==> config.mk <==
export PLATFORM = sky130hd
export DESIGN_NAME = arm_a32_instruction_decoder_top
export DESIGN_NICKNAME = d
export VERILOG_FILES = /design/src/a32dec_pkg.sv /design/src/arm_a32_instruction_decoder_top.sv
export SDC_FILE = /design/constraint.sdc
export NUM_CORES = 1
export LEC_CHECK = 0
export BUFFER_PORTS_ARGS = -buffer_cell sky130_fd_sc_hd__buf_2
export CAP_MARGIN = 0
export CELL_PAD_IN_SITES_DETAIL_PLACEMENT = 1
export CELL_PAD_IN_SITES_GLOBAL_PLACEMENT = 1
export CORE_AREA = 10 10 185 144
export CTS_CLUSTER_SIZE = 14
export DETAILED_ROUTE_END_ITERATION = 16
export DIE_AREA = 0 0 195 154
export PLACE_DENSITY_LB_ADDON = 0.1
export SLEW_MARGIN = 20
export SYNTH_ARGS = -nofsm -noshare
export SYNTH_HDL_FRONTEND = slang
export SYNTH_SLANG_ARGS = --single-unit
==> constraint.sdc <==
create_clock -name i_clk -period 7.67 [get_ports i_clk]
set_clock_uncertainty 0.1 [all_clocks]
set_input_delay 0.767 -clock i_clk [delete_from_list [all_inputs] [get_ports i_clk]]
set_output_delay 0.767 -clock i_clk [all_outputs]
set_load 0.01 [all_outputs]
==> src/a32dec_pkg.sv <==
// Package with kind codes, error codes and operand forms for the A32 decoder.
package a32dec_pkg;

    localparam logic [6:0] K_UNKNOWN   = 7'd95;
    localparam logic [6:0] K_MSR       = 7'd47;
    localparam logic [6:0] K_MRS       = 7'd48;
    localparam logic [6:0] K_CLZ       = 7'd49;
    localparam logic [6:0] K_BX        = 7'd50;
    localparam logic [6:0] K_BXJ       = 7'd51;
    localparam logic [6:0] K_BLX       = 7'd52;
    localparam logic [6:0] K_QADD      = 7'd53;
    localparam logic [6:0] K_BKPT      = 7'd57;
    localparam logic [6:0] K_SMLABB    = 7'd58;
    localparam logic [6:0] K_STR       = 7'd74;
    localparam logic [6:0] K_UNDEF     = 7'd82;
    localparam logic [6:0] K_STMDA     = 7'd83;
    localparam logic [6:0] K_B         = 7'd91;
    localparam logic [6:0] K_BL        = 7'd92;
    localparam logic [6:0] K_SWI       = 7'd93;
    localparam logic [6:0] K_SETEND    = 7'd94;

    typedef enum logic [3:0] {
        E_OK      = 4'd0,
        E_SHIFTER = 4'd1,
        E_MUL     = 4'd2,
        E_XLS     = 4'd3,
        E_MISC    = 4'd4,
        E_MSR     = 4'd5,
        E_MEDIA   = 4'd6,
        E_COPROC  = 4'd7,
        E_CPS     = 4'd8,
        E_UNCOND  = 4'd9
    } t_err;

    typedef enum logic [2:0] {
        F_IMM     = 3'd0,
        F_REG     = 3'd1,
        F_REG_IMM = 3'd2,
        F_REG_REG = 3'd3,
        F_RRX     = 3'd4
    } t_form;

    typedef struct packed {
        logic [6:0]  kind;
        logic [3:0]  cond_code;
        t_form       form;
        logic [1:0]  stype;
        logic [5:0]  samt;
        logic [31:0] imm;
        logic [2:0]  amode;
        t_err        err;
    } t_dec;

    // Data-processing kinds by {S, opcode}
    function automatic logic [6:0] dp_kind(input logic [4:0] idx);
        logic [6:0] k;
        begin
            if (idx[4]) k = 7'd12 + {3'd0, idx[3:0]};
            else if (idx[3:2] == 2'b10) k = K_UNKNOWN;
            else if (idx[3]) k = 7'd8 + {5'd0, idx[1:0]};
            else k = {4'd0, idx[2:0]};
            return k;
        end
    endfunction

    function automatic logic [6:0] mul_kind(input logic [3:0] idx);
        logic [6:0] k;
        begin
            if (idx[3]) k = 7'd33 + {4'd0, idx[2:0]};
            else if (idx[2:0] <= 3'd4) k = 7'd28 + {4'd0, idx[2:0]};
            else k = K_UNKNOWN;
            return k;
        end
    endfunction

    function automatic logic [6:0] xls_kind(input logic [2:0] idx);
        logic [6:0] k;
        begin
            unique case (idx)
                3'd1: k = 7'd41;
                3'd2: k = 7'd42;
                3'd3: k = 7'd43;
                3'd5: k = 7'd44;
                3'd6: k = 7'd45;
                3'd7: k = 7'd46;
                default: k = K_UNKNOWN;
            endcase
            return k;
        end
    endfunction

endpackage

==> src/arm_a32_instruction_decoder_top.sv <==
// Single-pass A32 instruction decoder with input and result registers.
//
//  channel | signals                        | direction
//  request | i_valid, o_stall, i_instr_*    | in
//  result  | o_valid, i_stall, o_kind ...   | out
//  config  | i_cfg_we, i_cfg_wdata          | in
//
// One request a cycle while o_stall is low; an accepted request sits in the input register,
// is decoded into the result register and drives the outputs from there.
// Reset clears both valid flags and sets the unconditional-decode bit r_uncond to 1.
// A stalled result holds; the input side keeps accepting while any stage is empty.
module arm_a32_instruction_decoder_top (
    input  logic        i_clk,
    input  logic        i_rst_n,
    input  logic        i_cfg_we,
    input  logic        i_cfg_wdata,
    input  logic        i_valid,
    output logic        o_stall,
    input  logic [31:0] i_instr_word,
    input  logic [31:0] i_instr_addr,
    output logic        o_valid,
    input  logic        i_stall,
    output logic [6:0]  o_kind,
    output logic [3:0]  o_cond_code,
    output logic [3:0]  o_reg_hi,
    output logic [3:0]  o_reg_mid,
    output logic [3:0]  o_reg_shift,
    output logic [3:0]  o_reg_low,
    output logic [2:0]  o_operand_form,
    output logic [1:0]  o_shift_type,
    output logic [5:0]  o_shift_amount,
    output logic [31:0] o_immediate,
    output logic [2:0]  o_addr_mode,
    output logic [3:0]  o_error_code
);
    import a32dec_pkg::*;

    logic        r_uncond;
    logic        r_in_valid;
    logic [31:0] r_word;
    logic [31:0] r_addr;
    logic        r_out_valid;
    logic [31:0] r_out_word;
    t_dec        r_dec;
    t_dec        n_dec;
    logic        adv_out;
    logic        adv_in;

    // Advance when the next stage is empty or draining
    assign adv_out = !r_out_valid || !i_stall;
    assign adv_in  = !r_in_valid || adv_out;
    assign o_stall = !adv_in;

    // Configuration register
    always_ff @(posedge i_clk) begin
        if (!i_rst_n) begin
            r_uncond <= 1'b1;
        end else if (i_cfg_we) begin
            r_uncond <= i_cfg_wdata;
        end
    end

    // Input register
    always_ff @(posedge i_clk) begin
        if (!i_rst_n) begin
            r_in_valid <= 1'b0;
        end else if (adv_in) begin
            r_in_valid <= i_valid;
        end
    end

    always_ff @(posedge i_clk) begin
        if (adv_in && i_valid) begin
            r_word <= i_instr_word;
            r_addr <= i_instr_addr;
        end
    end

    // Decode
    always_comb begin
        logic [31:0] w;
        logic [3:0]  condf;
        logic        b4, b7, b20, b21, b22, b24, b25;
        logic [2:0]  puw;
        logic        special;
        logic [2:0]  lsh;
        logic [7:0]  v8;
        logic [4:0]  rot;
        logic [63:0] rr;
        logic [4:0]  sc;
        logic [31:0] off;
        logic [6:0]  k;
        t_form       sf;
        logic [1:0]  st;
        logic [5:0]  sa;
        logic        sok;
        w       = r_word;
        condf   = w[31:28];
        b4      = w[4];
        b7      = w[7];
        b20     = w[20];
        b21     = w[21];
        b22     = w[22];
        b24     = w[24];
        b25     = w[25];
        puw     = {w[24], w[23], w[21]};
        special = (w & 32'h0190_0000) == 32'h0100_0000;
        lsh     = {w[20], w[6], w[5]};
        v8      = w[7:0];
        rot     = {w[11:8], 1'b0};
        // Rotate right: low half of the doubled word shifted by rot
        rr      = {24'd0, v8, 24'd0, v8} >> rot;
        sc      = w[11:7];
        off     = {{8{w[23]}}, w[23:0]};
        k       = K_UNKNOWN;

        // Register shifter operand in bits 11:0
        sf  = F_REG;
        st  = 2'd0;
        sa  = 6'd0;
        sok = 1'b1;
        if (w[11:4] == 8'd0) begin
            sf = F_REG;
        end else if (!w[4]) begin
            st = w[6:5];
            if (st == 2'd3 && w[11:4] == 8'h06) begin
                sf = F_RRX;
            end else begin
                sf = F_REG_IMM;
                sa = ((st == 2'd1 || st == 2'd2) && sc == 5'd0) ? 6'd32 : {1'b0, sc};
            end
        end else if (!w[7]) begin
            sf = F_REG_REG;
            st = w[6:5];
        end else begin
            sok = 1'b0;
        end

        n_dec = '0;
        n_dec.kind      = K_UNKNOWN;
        n_dec.cond_code = condf;
        n_dec.form      = F_IMM;
        n_dec.err       = E_OK;

        if (condf != 4'd15 || !r_uncond) begin
            unique case (w[27:26])
                2'd0: begin
                    if ((w & 32'h0F00_00F0) == 32'h0000_0090) begin
                        k = mul_kind(w[23:20]);
                        n_dec.kind = k;
                        if (k == K_UNKNOWN) n_dec.err = E_MUL;
                    end else if (b4 && b7 && !b25) begin
                        k = xls_kind(lsh);
                        if ((puw & 3'd5) == 3'd1 || k == K_UNKNOWN) begin
                            n_dec.err = E_XLS;
                        end else begin
                            n_dec.kind  = k;
                            n_dec.amode = puw;
                            if (b22) n_dec.imm = {{24{w[11]}}, w[11:8], w[3:0]};
                            else n_dec.form = F_REG;
                        end
                    end else if (special && b25) begin
                        if (b21) begin
                            n_dec.kind = K_MSR;
                            n_dec.imm  = {27'd0, b22, w[19:16]};
                        end else begin
                            n_dec.err = E_MSR;
                        end
                    end else if (special) begin
                        if (!b7) begin
                            unique case (w[6:4])
                                3'd0: begin
                                    n_dec.kind = b21 ? K_MSR : K_MRS;
                                    n_dec.imm  = {27'd0, b22, b21 ? w[19:16] : 4'd0};
                                    if (b21) n_dec.form = F_REG;
                                end
                                3'd1: n_dec.kind = b22 ? K_CLZ : K_BX;
                                3'd2: n_dec.kind = K_BXJ;
                                3'd3: n_dec.kind = K_BLX;
                                3'd5: n_dec.kind = K_QADD + {5'd0, w[22:21]};
                                3'd7: begin
                                    n_dec.kind = K_BKPT;
                                    n_dec.imm  = {16'd0, w[19:8], w[3:0]};
                                end
                                default: n_dec.err = E_MISC;
                            endcase
                        end else begin
                            n_dec.kind = K_SMLABB + {3'd0, w[22:21], w[5], w[6]};
                        end
                    end else begin
                        k = dp_kind({b20, w[24:21]});
                        n_dec.kind = k;
                        if (b25) begin
                            n_dec.imm = rr[31:0];
                        end else if (!sok) begin
                            n_dec.err = E_SHIFTER;
                        end else begin
                            n_dec.form  = sf;
                            n_dec.stype = st;
                            n_dec.samt  = sa;
                        end
                        if (k == K_UNKNOWN) n_dec.err = E_SHIFTER;
                    end
                end
                2'd1: begin
                    if (!b4 || !b25) begin
                        n_dec.kind  = K_STR + {4'd0, !b24 && b21, b20, b22};
                        n_dec.amode = puw;
                        if (b25) begin
                            n_dec.form  = sf;
                            n_dec.stype = st;
                            n_dec.samt  = sa;
                        end else begin
                            n_dec.imm = {20'd0, w[11:0]};
                        end
                    end else if ((w & 32'h0FF0_00F0) == 32'h07F0_00F0) begin
                        n_dec.kind = K_UNDEF;
                    end else begin
                        n_dec.err = E_MEDIA;
                    end
                end
                2'd2: begin
                    if (!b25) begin
                        n_dec.kind  = K_STMDA + {4'd0, w[24:23], b20};
                        n_dec.imm   = {15'd0, b22, w[15:0]};
                        n_dec.amode = puw;
                    end else begin
                        n_dec.imm  = r_addr + 32'd8 + {off[29:0], 2'b00};
                        n_dec.kind = b24 ? K_BL : K_B;
                    end
                end
                default: begin
                    if (w[27:24] == 4'hF) begin
                        n_dec.kind = K_SWI;
                        n_dec.imm  = {8'd0, w[23:0]};
                    end else begin
                        n_dec.err = E_COPROC;
                    end
                end
            endcase
        end else begin
            n_dec.cond_code = 4'd14;
            if (w[27:20] == 8'h10) begin
                if (w[16]) begin
                    n_dec.kind = K_SETEND;
                    n_dec.imm  = {31'd0, w[9]};
                end else begin
                    n_dec.err = E_CPS;
                end
            end else begin
                n_dec.err = E_UNCOND;
            end
        end

        // Drop operand fields on error
        if (n_dec.err != E_OK) begin
            n_dec.kind  = K_UNKNOWN;
            n_dec.form  = F_IMM;
            n_dec.stype = 2'd0;
            n_dec.samt  = 6'd0;
            n_dec.imm   = 32'd0;
            n_dec.amode = 3'd0;
        end
    end

    // Result register
    always_ff @(posedge i_clk) begin
        if (!i_rst_n) begin
            r_out_valid <= 1'b0;
        end else if (adv_out) begin
            r_out_valid <= r_in_valid;
        end
    end

    always_ff @(posedge i_clk) begin
        if (adv_out && r_in_valid) begin
            r_dec      <= n_dec;
            r_out_word <= r_word;
        end
    end

    assign o_valid        = r_out_valid;
    assign o_kind         = r_dec.kind;
    assign o_cond_code    = r_dec.cond_code;
    assign o_reg_hi       = r_out_word[19:16];
    assign o_reg_mid      = r_out_word[15:12];
    assign o_reg_shift    = r_out_word[11:8];
    assign o_reg_low      = r_out_word[3:0];
    assign o_operand_form = r_dec.form;
    assign o_shift_type   = r_dec.stype;
    assign o_shift_amount = r_dec.samt;
    assign o_immediate    = r_dec.imm;
    assign o_addr_mode    = r_dec.amode;
    assign o_error_code   = r_dec.err;

endmodule

# Word level (Yosys, flattened, before mapping)
# Cells that the tools add are included.
# classes
n_mux,107
n_addsub,10
n_reduce_logical,29
magnitude_cmp,1
n_bitwise,1
shifts,1
n_eq_ne,28
# ops
op,n
2-to-1 mux 32 bit,7
2-to-1 mux 7 bit,27
case mux 32 bit (3 select lines),1
2-to-1 mux 46 bit,2
case mux 7 bit (6 select lines),2
2-to-1 mux 11 bit,4
2-to-1 mux 3 bit,14
right shift 40 x 5 -> 32 bit,1
2-to-1 mux 4 bit,9
2-to-1 mux 35 bit,1
adder 32 bit,1
"adder 32 x 4 -> 32 bit, second input constant",1
case mux 16 bit (2 select lines),1
2-to-1 mux 24 bit,1
2-to-1 mux 6 bit,4
case mux 11 bit (2 select lines),1
"equality test 7 bit, second input constant",3
case mux 7 bit (3 select lines),1
"equality test 3 bit, second input constant",6
2-to-1 mux 16 bit,1
2-to-1 mux 2 bit,8
2-to-1 mux 8 bit,2
2-to-1 mux 1 bit,15
2-to-1 mux 5 bit,3
32 further kinds,61
# totals
output_inout_bits,79
register_bits,148
elab_cells,191
input_bits,70

# Depth between registers and ports, before layout
# logic_depth
ltp_word,20
mapped_depth,15
depth_no_buf,15

# Least setup slack after synthesis
# No wires, ideal clock.
# synth_timing
kind,in2reg
start,input i_stall
end,register r_dec (netlist bit o_addr_mode[0]) (enable)
t_required_ps,6941
slack_ps,574
t_arrival_ps,6367
n_path_buf,0
setup_time_ps,629
path_stages,1
path_cell_list,a21boi_0
# synth_via
elab_chain_cells,3
# synth_rtl
item,line,rtl
start: declaration,arm_a32_instruction_decoder_top.sv:22,"input logic i_stall,"
zero test 1 bit,arm_a32_instruction_decoder_top.sv:50,assign adv_out = !r_out_valid || !i_stall;
logical OR 1 bit,arm_a32_instruction_decoder_top.sv:50,
logical AND 1 bit,arm_a32_instruction_decoder_top.sv:276,if (adv_out && r_in_valid) begin
end signal: assignment,arm_a32_instruction_decoder_top.sv:277,r_dec <= n_dec;
end: declaration,arm_a32_instruction_decoder_top.sv:44,t_dec r_dec;
# Every way passes these cells.
# A chain may end at the register's enable or synchronous reset.

# Worst setup path after layout
# layout_timing
start,register r_word[4]
end,register r_dec (netlist bit o_immediate[3]) (data pin)
# layout_via
elab_chain_cells,12
elab_cells_between_ends,39
cone_classes,7 x eq/ne; 24 x mux; 8 x reduce/logical
# layout_rtl
item,line,rtl
start: declaration,arm_a32_instruction_decoder_top.sv:40,logic [31:0] r_word;
start signal: assignment,arm_a32_instruction_decoder_top.sv:74,r_word <= i_instr_word;
zero test 8 bit / 2-to-1 mux 1 bit (equally long branches),"arm_a32_instruction_decoder_top.sv:122, arm_a32_instruction_decoder_top.sv:124",
2-to-1 mux 1 bit,arm_a32_instruction_decoder_top.sv:122,if (w[11:4] == 8'd0) begin
2-to-1 mux 1 bit,arm_a32_instruction_decoder_top.sv:195,end else if (!sok) begin
2-to-1 mux 1 bit,arm_a32_instruction_decoder_top.sv:193,if (b25) begin
2-to-1 mux 1 bit,arm_a32_instruction_decoder_top.sv:202,if (k == K_UNKNOWN) n_dec.err = E_SHIFTER;
2-to-1 mux 4 bit,arm_a32_instruction_decoder_top.sv:169,end else if (special) begin
2-to-1 mux 4 bit,arm_a32_instruction_decoder_top.sv:162,end else if (special && b25) begin
2-to-1 mux 4 bit,arm_a32_instruction_decoder_top.sv:152,end else if (b4 && b7 && !b25) begin
2-to-1 mux 4 bit,arm_a32_instruction_decoder_top.sv:148,if ((w & 32'h0F00_00F0) == 32'h0000_0090) begin
case mux 4 bit (3 select lines),arm_a32_instruction_decoder_top.sv:146,unique case (w[27:26])
2-to-1 mux 4 bit,arm_a32_instruction_decoder_top.sv:145,if (condf != 4'd15 || !r_uncond) begin
nonzero test 4 bit,arm_a32_instruction_decoder_top.sv:256,if (n_dec.err != E_OK) begin
# Parallel ways exist; a longest one is shown, timed or not.

==> results by group <==
Outcome
  – Run status: completed

Critical path
  – Worst setup SP type: flip-flop
  – Crit-path slowest cell: edfxtp_1
  – Setup CP Type: flip-flop to flip-flop
  – Crit-path cells: nand3_1 > o21ai_0 > a31oi_1 > nor3_1 > a21oi_2 > nand2_2 > inv_1 > a32o_1
  – Critical Path Fanout Max: 29
  – Worst R2R Setup Slack: between 3 and 4 ns
  – CP endpoint kind: flip-flop
  – Worst path max stage delay: 1.04 ns
  – Critical path arrival: 4.30 ns
  – Worst Path Required: between 7 and 8 ns

Drt
  – Vias after detailed routing: 7722
  – # DRC: 0
  – Wirelength per Cell: 23.9 µm
  – Via-to-Cell Ratio: a little under 6
  – DRT Pass-1 Iters: 5
  – Top layer in use: met4
  – WL final: around 32 mm
  – Number of routed nets with antenna violations: 0
  – Post-Route M1 WL: 15.5 mm
  – Routed met3 length: 2.05 mm
  – Met2 wire length: between 10 and 15 mm
  – DRT iter0 DRCs: 661

Die
  – Initial Utilization: 0.397
  – Die area: approximately 0.03 mm²
  – Core area: 0.0228 mm²
  – IO Pins: 149
  – Row count: 48
  – Chip height: between 150 and 200 µm
  – Die Wd: 195 µm

STA
  – Final Slew Violations: 0
  – RSZ-0062 raised after global routing: false
  – Final TNS setup: 0 ns
  – Minimum hold slack: between 0.3 and 0.4 ns
  – Final setup fails: 0
  – F_max: approximately 240 MHz
  – Max_slew headroom: 0.299
  – Final Hold Vio Count: 0
  – Final min period: 4.21 ns
  – Least-Margin Pin Slew: 1.04 ns
  – Tcrit/Tclk final: 0.549

Global route
  – First-pass GRT wire length: 48.8 mm
  – Largest net degree at the start of global routing: 65
  – Grt total ovfl: 0
  – Overall routing resource usage: 0.205
  – Vias in the first global route: 7943
  – Initial antenna violation count: 0

Logic synthesis
  – Synth warn: 0
  – Netlist cell types: between 70 and 80
  – Post-synth net total: 1023
  – Top_reg_cell synth: edfxtp_1
  – Synth Cell Area: 0.00905 mm²
  – Syn Area/Cell: around 10 µm²
  – Fraction of the yosys area taken by sequential cells: 0.474
  – Synth Instances: around 880
  – Post-synth EDFFs: 141
  – Post-synth ARST share: 0
  – Flop and latch count out of synthesis: ~140

Power
  – Power per cell area: 211 mW/mm²
  – Seq pwr share: 0.420
  – Power Total: 2260 µW
  – Max VDD drop: 0.149 mV
  – LEAKAGE: ~0.0043 µW
  – Psw: 704 µW
  – Combinational group share of total power: 0.199
  – Clk pwr share: 0.381
  – Switching share of total power: 0.311
  – Int Power: approximately 1600 µW

CTS
  – TritonCTS buffer count: 17
  – Count of hold-fix buffers inserted at cts: 0
  – Clk sinks: approximately 140
  – CTS H-tree depth: 4
  – Resized Gates After CTS: 0
  – CTS max path bufs: 2
  – CTS tree: built
  – Clk Latency, worst-skew pair: 0.43 ns
  – Clk pin slew, worst setup/hold paths: 0.07 ns
  – Setup Buffers After CTS: 0
  – CTS root buf: clkbuf_16

Min path
  – Worst min path class: flip-flop to flip-flop

Cells and area
  – Final nets: 1155
  – Final Util: 0.469
  – Commonest non-fill, non-tap cell in the layout: buf_2
  – Share of cells above drive strength 1: 0.214
  – Layout fillers: 2579
  – Most frequent cells in the layout: 148 x buf_2, 141 x edfxtp_1, 84 x a21oi_1
  – Area grow syn2layout: 18.2%
  – Final Non-Filler Cells: roughly 1300
  – Antenna diodes: 0

Placement
  – Port-buffer cells: 148
  – Placed cells: 1288
  – Hpwl dp: 23.1 mm
  – GPL Wtd Cong: 0.922

Flow run
  – Max-cap violation count: 0
==> stage by stage <==
step,setup WS [ns],cell area (µm²)
finish,3.46,10700
CTS,3.64,10700
global route,3.30,10700
floorplan,0.574,9050
global placement,3.81,10100
detailed placement,3.64,10100
==> cell type report <==
type	instances	area, µm²	area share
Inverter	27	101	0.00947
Clock buffer	18	439	0.0410
Multi-Input combinational cell	656	4460	0.417
Tap cell	300	375	0.0351
Sequential cell	144	4290	0.401
Timing Repair Buffer	162	866	0.0809
Clock inverter	14	163	0.0152
==> state kept, by name, summed over array words and instances, names as in the netlist <==
register	cells
o_addr_mode	3
o_valid	1
o_cond_code	4
o_shift_type	2
r_uncond	1
o_immediate	32
o_kind	7
o_error_code	4
r_word	32
o_operand_form	3
r_out_word	16
r_in_valid	1
o_shift_amount	6
r_addr	32
==> power by group through the flow <==
stage	Combinational (µW)	Clock [µW]	Sequential, µW
finish	450	862	950
global route	497	912	955
CTS	447	878	950
detailed placement	441	0	967
global placement	437	0	966
floorplan	286	0	970
==> final timing paths <==
path,endpoint,from,depth (start not counted)
setup / recovery,o_immediate[3],r_word[4],8
hold / removal,o_cond_code[2],r_word[30],0
hold reg to reg,o_cond_code[2],r_word[30],0
setup reg to reg,o_immediate[3],r_word[4],8
==> cell usage after synthesis (3+ instances only) <==
master | instances | share of area
a2111oi_0 | 3 | 0.0029
o21ai_0 | 64 | 0.035
or3_1 | 10 | 0.0069
ha_1 | 76 | 0.11
buf_4 | 4 | 0.0033
nor3_1 | 25 | 0.014
edfxtp_1 | 141 | 0.47
nand2_1 | 72 | 0.030
a211oi_1 | 9 | 0.0075
and3_1 | 12 | 0.0083
a21o_1 | 9 | 0.0075
buf_1 | 4 | 0.0017
and2_1 | 9 | 0.0062
o22ai_1 | 10 | 0.0069
nor2_1 | 69 | 0.029
nor4_1 | 3 | 0.0021
clkbuf_1 | 32 | 0.013
nand4_1 | 7 | 0.0048
dfxtp_1 | 3 | 0.0066
a221o_1 | 8 | 0.0088
inv_1 | 25 | 0.010
a22oi_1 | 4 | 0.0033
o21bai_1 | 4 | 0.0033
a221oi_1 | 15 | 0.015
o211ai_1 | 8 | 0.0066
o21a_1 | 6 | 0.0050
o221ai_1 | 5 | 0.0048
a31oi_1 | 14 | 0.0097
a21oi_1 | 84 | 0.046
nand3_1 | 23 | 0.013
xnor2_1 | 12 | 0.012
mux2i_1 | 3 | 0.0033
o31ai_1 | 4 | 0.0033
mux2_2 | 6 | 0.0075
nand2b_1 | 9 | 0.0062
nor2b_1 | 10 | 0.0069
xor2_1 | 17 | 0.016
buf_2 | 8 | 0.0044
==> routing by layer <==
| metal | GRT usage | vias up |
|---|---|---|
| met1 | 0.296 | 3802 |
| met5 | 0 | - |
| li1 | - | 3607 |
| met4 | 0.0403 | 0 |
| met3 | 0.0469 | 23 |
| met2 | 0.308 | 290 |
==> worst max-delay path: cells and delay by family, from the launching register on <==
kind	cells	cell delay (ns)
buffers and inverters	1	0.26
AOI/OAI and AO/OA	4	0.94
and+or+nand+nor	3	1.62
DFF	1	1.04
==> cells by family after synthesis <==
logic type / count (synthesis) / share of synthesized area
and+or+nand+nor: 262 / 0.142
buffers and inverters: 76 / 0.0344
DFF: 144 / 0.474
adders and majority gates: 77 / 0.107
muxes: 9 / 0.0108
AOI/OAI and AO/OA: 279 / 0.203
xor gates and xnor gates: 29 / 0.0281
(Power assumes the default switching activity.)
